==> src/hdl/rbc_pkg.sv <==
// shared types, register indexes and fixed-point helpers for the receptor binding step
`default_nettype none
package rbc_pkg;

    localparam int DIV_STEPS = 16;
    localparam int N_ST      = 14;
    localparam int AW        = 5;

    localparam logic [31:0] Q_ONE = 32'h0001_0000;

    typedef enum logic [2:0] {
        REG_TIME_STEP   = 3'd0,
        REG_BIND_RATE   = 3'd1,
        REG_ENDO_RATE   = 3'd2,
        REG_REL_RATE    = 3'd3,
        REG_RECYC_RATE  = 3'd4,
        REG_SAT_LIMIT   = 3'd5,
        REG_INV_VOLUME  = 3'd6
    } t_reg_idx;

    typedef struct packed {
        logic               act;
        logic               ok;
        logic [31:0]        eu;
        logic [31:0]        eb;
        logic [31:0]        iu;
        logic [31:0]        ib;
        logic [31:0]        endo;
        logic [31:0]        tot;
        logic [31:0]        rho;
        logic [31:0]        vol;
        logic [15:0]        rnd;
        logic [31:0]        rem;
        logic [16:0]        f;
        logic [31:0]        d;
        logic [31:0]        rv;
        logic [31:0]        alpha;
        logic [31:0]        whole;
        logic               extra;
        logic [47:0]        tdw;
        logic               exf;
        logic [31:0]        ex;
        logic [47:0]        tdx;
        logic [31:0]        prod;
        logic signed [31:0] dd;
    } t_work;

    // q16.16 product, truncated, saturating
    function automatic logic [31:0] mulq(input logic [31:0] a, input logic [31:0] b);
        logic [63:0] p;
        p = a * b;
        return (|p[63:48]) ? 32'hFFFF_FFFF : p[47:16];
    endfunction

    function automatic logic [31:0] adds(input logic [31:0] a, input logic [31:0] b);
        logic [32:0] s;
        s = {1'b0, a} + {1'b0, b};
        return s[32] ? 32'hFFFF_FFFF : s[31:0];
    endfunction

    function automatic logic [31:0] subz(input logic [31:0] a, input logic [31:0] b);
        return (a > b) ? (a - b) : 32'd0;
    endfunction

    function automatic logic [31:0] minu(input logic [31:0] a, input logic [31:0] b);
        return (a < b) ? a : b;
    endfunction

    // count to density, not saturated
    function automatic logic [47:0] to_dens(input logic [31:0] a, input logic [31:0] inv);
        logic [63:0] p;
        p = a * inv;
        return p[63:16];
    endfunction

endpackage
`default_nettype wire

==> src/hdl/rbc_div.sv <==
// pipelined restoring divider, one quotient bit per stage, for the saturation headroom fraction
`default_nettype none
module rbc_div
    import rbc_pkg::*;
(
    input  wire logic        i_clk,
    input  wire logic        i_en,
    input  wire logic [31:0] i_rem,
    input  wire logic [31:0] i_den,
    output logic      [15:0] o_quo
);

    logic [31:0] r_rem [DIV_STEPS];
    logic [15:0] r_quo [DIV_STEPS];

    always_ff @(posedge i_clk) begin
        logic [32:0] t;
        logic        ge;
        if (i_en) begin
            for (int k = 0; k < DIV_STEPS; k++) begin
                t  = (k == 0) ? {i_rem, 1'b0} : {r_rem[k-1], 1'b0};
                ge = (t >= {1'b0, i_den});
                r_rem[k] <= ge ? 32'(t - {1'b0, i_den}) : t[31:0];
                r_quo[k] <= (k == 0) ? {15'd0, ge} : {r_quo[k-1][14:0], ge};
            end
        end
    end

    assign o_quo = r_quo[DIV_STEPS-1];

endmodule
`default_nettype wire

==> config.mk <==
export PLATFORM = sky130hd
export DESIGN_NAME = rbc_div
export DESIGN_NICKNAME = d
export VERILOG_FILES = /design/src/hdl/rbc_pkg.sv /design/src/hdl/rbc_div.sv
export SDC_FILE = /design/constraint.sdc
export NUM_CORES = 2
export LEC_CHECK = 0
export ABC_AREA = 1
export BUFFER_PORTS_ARGS = -buffer_cell sky130_fd_sc_hd__buf_2
export CAP_MARGIN = 30
export CORE_MARGIN = 3
export CORE_UTILIZATION = 30
export DETAILED_ROUTE_END_ITERATION = 10
export PLACE_DENSITY = 0.44
export SLEW_MARGIN = 20
export SYNTH_ARGS = -nofsm -noshare
export SYNTH_HDL_FRONTEND = slang
export SYNTH_SLANG_ARGS = --single-unit
==> constraint.sdc <==
create_clock -name i_clk -period 5.5 [get_ports i_clk]
set_input_delay 0.825 -clock i_clk [delete_from_list [all_inputs] [get_ports i_clk]]
set_output_delay 0.825 -clock i_clk [all_outputs]
set_load 0.005 [all_outputs]
==> metrics <==
clock skew around 0.033 ns; Seq/Total Area, Yosys 28.8%; CTS tree built; Yosys reg bits about 620; post-synthesis mux area share 0%; Setup TNS 0 ns; FMAX between 0.2 and 0.3 GHz; Synth area leaders edfxtp_1 (29%), nand2_1 (25%), inv_1 (10%); CP peak stage delay 0.59 ns; cts repair resizes 0; Worst Path Max Fanout 34; via count of the first global-routing pass ~59,000; Post-Syn Area per Cell between 6 and 7 um^2; share of Yosys cell area claimed by the top area cell type 28.8%; hpwl dp a little over 200 mm; max cap viols 0; Final nets around 11,000; final core utilization about 33%; maximum vdd drop between 0.0002 and 0.00025 V; P per Cell Area about 560 nW/um^2; Main synth FF type edfxtp_1; Critical Path Source Type input port; Setup Crit Path Kind input port to register; count leader, synth nand2_1; max-slew violations 0; Total GRT Usage between 20% and 30%; Synth Area in Simple Gates a little over two fifths; path category of the worst min-delay check register to register; post-route ant nets 0; CP most frequent cell nand2_1; CP top delay family buffers and inverters; Die H 469 um; total wire length between 200 and 300 mm; initial core utilization a little under a third; Critical path buffers and inverters 5; hold_buf cts 0; first-pass GRT wire length 376 mm; Port Buf Inserts just over 80; Yosys cell types 40; YS warnings 0; Mapped Cells between 10,000 and 15,000; routability congestion estimate 0.949; largest net degree at the start of global routing around 120; I/O pin total ~80; Worst-Skew Late Latency approximately 0.73 ns; via count just over 60,000; CP Capture Type register; clock buffer count from CTS 86; Synth Area in XOR/XNOR between 2 and 3%; Final min period about 3.6 ns; DP Cell Count 12,831; largest family of logic cells by synthesized area simple AND/OR/NAND/NOR gates; Net Count, Synth 10,603; Tcrit/Tclk final around 66%; total of fill cells in the finished design around 23,000; drt pass-1 iters 7; Die ar. between 200,000 and 250,000 um^2; Crit path arrival time about 4.2 ns; max_slew headroom around 36%; RSZ-0062 raised after global routing false; area grow syn2layout 9.75%; worst path required time about 6.0 ns; Remaining DRCs 0; Placement Rows ~170; CP Cell Sequence buf_2, clkinv_1, buf_4, ha_1, nand2_1, nand2_1, nand2_1, nand2_1, inv_2, nand3_2, nand2_2, nand2_1, nand2_1, nand2_4, inv_2, nand2_1, nand2_1; Synth async-reset ratio 0%; Post-Syn Area roughly 64,000 um^2; final hold vios 0; Clock Pin Slew Worst Setup and Hold Paths around 0.06 ns; root buf cell clkbuf_16; DR WL/cell roughly 20 um; core area between 200,000 and 250,000 um^2; Static Leak ~38 nW; setup violators final 0; total power just under 40 mW; Worst-Margin Slew approximately 0.96 ns; final worst setup slack about 1.9 ns; Post-Synth Adder-Cell Area approximately a tenth; grt ovf 0; clk buf depth 3; pre-CTS WS between 1 and 1.5 ns; initial antenna violation count 1; share of cells above drive strength 1 5.85%; commonest cells in the synthesized netlist nand2_1 (4,358), inv_1 (1,772), nand3_1 (703), edfxtp_1 (616), nor2_1 (571); EDFF count, synth between 600 and 700; CTS sink count just over 600; die width 469 um; H-tree levels 3; Cell Count, Final, Fillers Out ~13,000; Via density 4.71; status finished, final reports clean; Iteration-0 DRC Markers between 4,000 and 5,000; Post-CTS Setup Bufs 0; slowest cell on the critical path inv_2; area leader, netlist edfxtp_1; Synth Area in Compound Gates slightly above 3%
## power by group
group,internal (mW),switching (mW),total (mW)
combinational,7.74,16.3,24.1
clock,3.50,2.37,5.87
sequential,8.08,1.70,9.78
## logic make-up after synthesis
logic type | Yosys count
adders and majority gates | 526
DFF | 616
xor gates and xnor gates | 210
and+or+nand+nor | 6329
buffers and inverters | 1950
AOI/OAI and AO/OA | 380
## registers in the layout, indices dropped and copies added, names as in the netlist
| signal | count |
|---|---|
| r_rem | 480 |
| r_quo | 136 |
## stage by stage
stage	hold WS, ns	area, um^2
2_1_floorplan	0.400	64200
3_3_place_gp	0.401	67500
3_5_place_dp	0.405	67500
4_1_cts	0.384	70400
5_1_grt	0.417	70400
6_report	0.413	70400
## cell type report
| class | instances | area (um^2) | area share, % |
|---|---|---|---|
| clock buffer | 100 | 2230 | 3.16 |
| tap | 2821 | 3530 | 5.01 |
| timing repair buffer | 151 | 1070 | 1.51 |
| multi-input combinational | 7445 | 37700 | 53.5 |
| antenna | 2 | 5.00 | 0.00711 |
| sequential | 616 | 18500 | 26.3 |
| inverter | 1798 | 6760 | 9.60 |
| clock inverter | 58 | 656 | 0.931 |
## worst reg2reg max path, delay by kind of cell (launching register included)
family	cells	cell delay [ns]
simple gates	8	1.61
buf+inv	1	0.39
flops	1	0.46
fa+ha+maj	1	0.43
## placed cells by master (no fill, tap or decap), drive strengths merged, types with 15 or more instances in the layout
| cell | netlist | routed |
|---|---|---|
| clkinv | 0 | 43 |
| xor2 | 195 | 195 |
| buf | 149 | 151 |
| inv | 1798 | 1796 |
| xnor2 | 15 | 15 |
| a21oi | 332 | 332 |
| nand4 | 38 | 38 |
| nor2 | 619 | 619 |
| ha | 511 | 511 |
| nor3 | 126 | 126 |
| o21ai | 21 | 21 |
| and2 | 125 | 125 |
| nand3b | 156 | 156 |
| clkbuf | 3 | 100 |
| a21o | 15 | 15 |
| nand2 | 4434 | 4434 |
| nand3 | 816 | 816 |
| edfxtp | 616 | 616 |
| fa | 15 | 15 |
## path summary, 6_finish.rpt
kind	startpoint	end	slack [ns]	cells after the start
hold / removal	r_quo[1][49]$_DFFE_PP_	r_quo[1][66]$_DFFE_PP_	0.41	0
hold reg to reg	r_quo[1][49]$_DFFE_PP_	r_quo[1][66]$_DFFE_PP_	0.41	0
setup reg to reg	r_rem[0][29]$_DFFE_PP_	r_rem[0][43]$_DFFE_PP_	2.32	10
setup / recovery	i_den[6]	r_rem[0][43]$_DFFE_PP_	1.88	17
## metal layers
metal	track usage, %	wire length [um]	up-vias	part of all wire (%)
met3	2.27	10000	351	3.9
met1	28.7	111000	28186	44
met5	0	0	-	0
met4	9.52	11800	0	4.6
met2	39.6	121000	1310	48
li1	-	-	31343	-
Note: power is estimated with default switching activity, not from simulation.
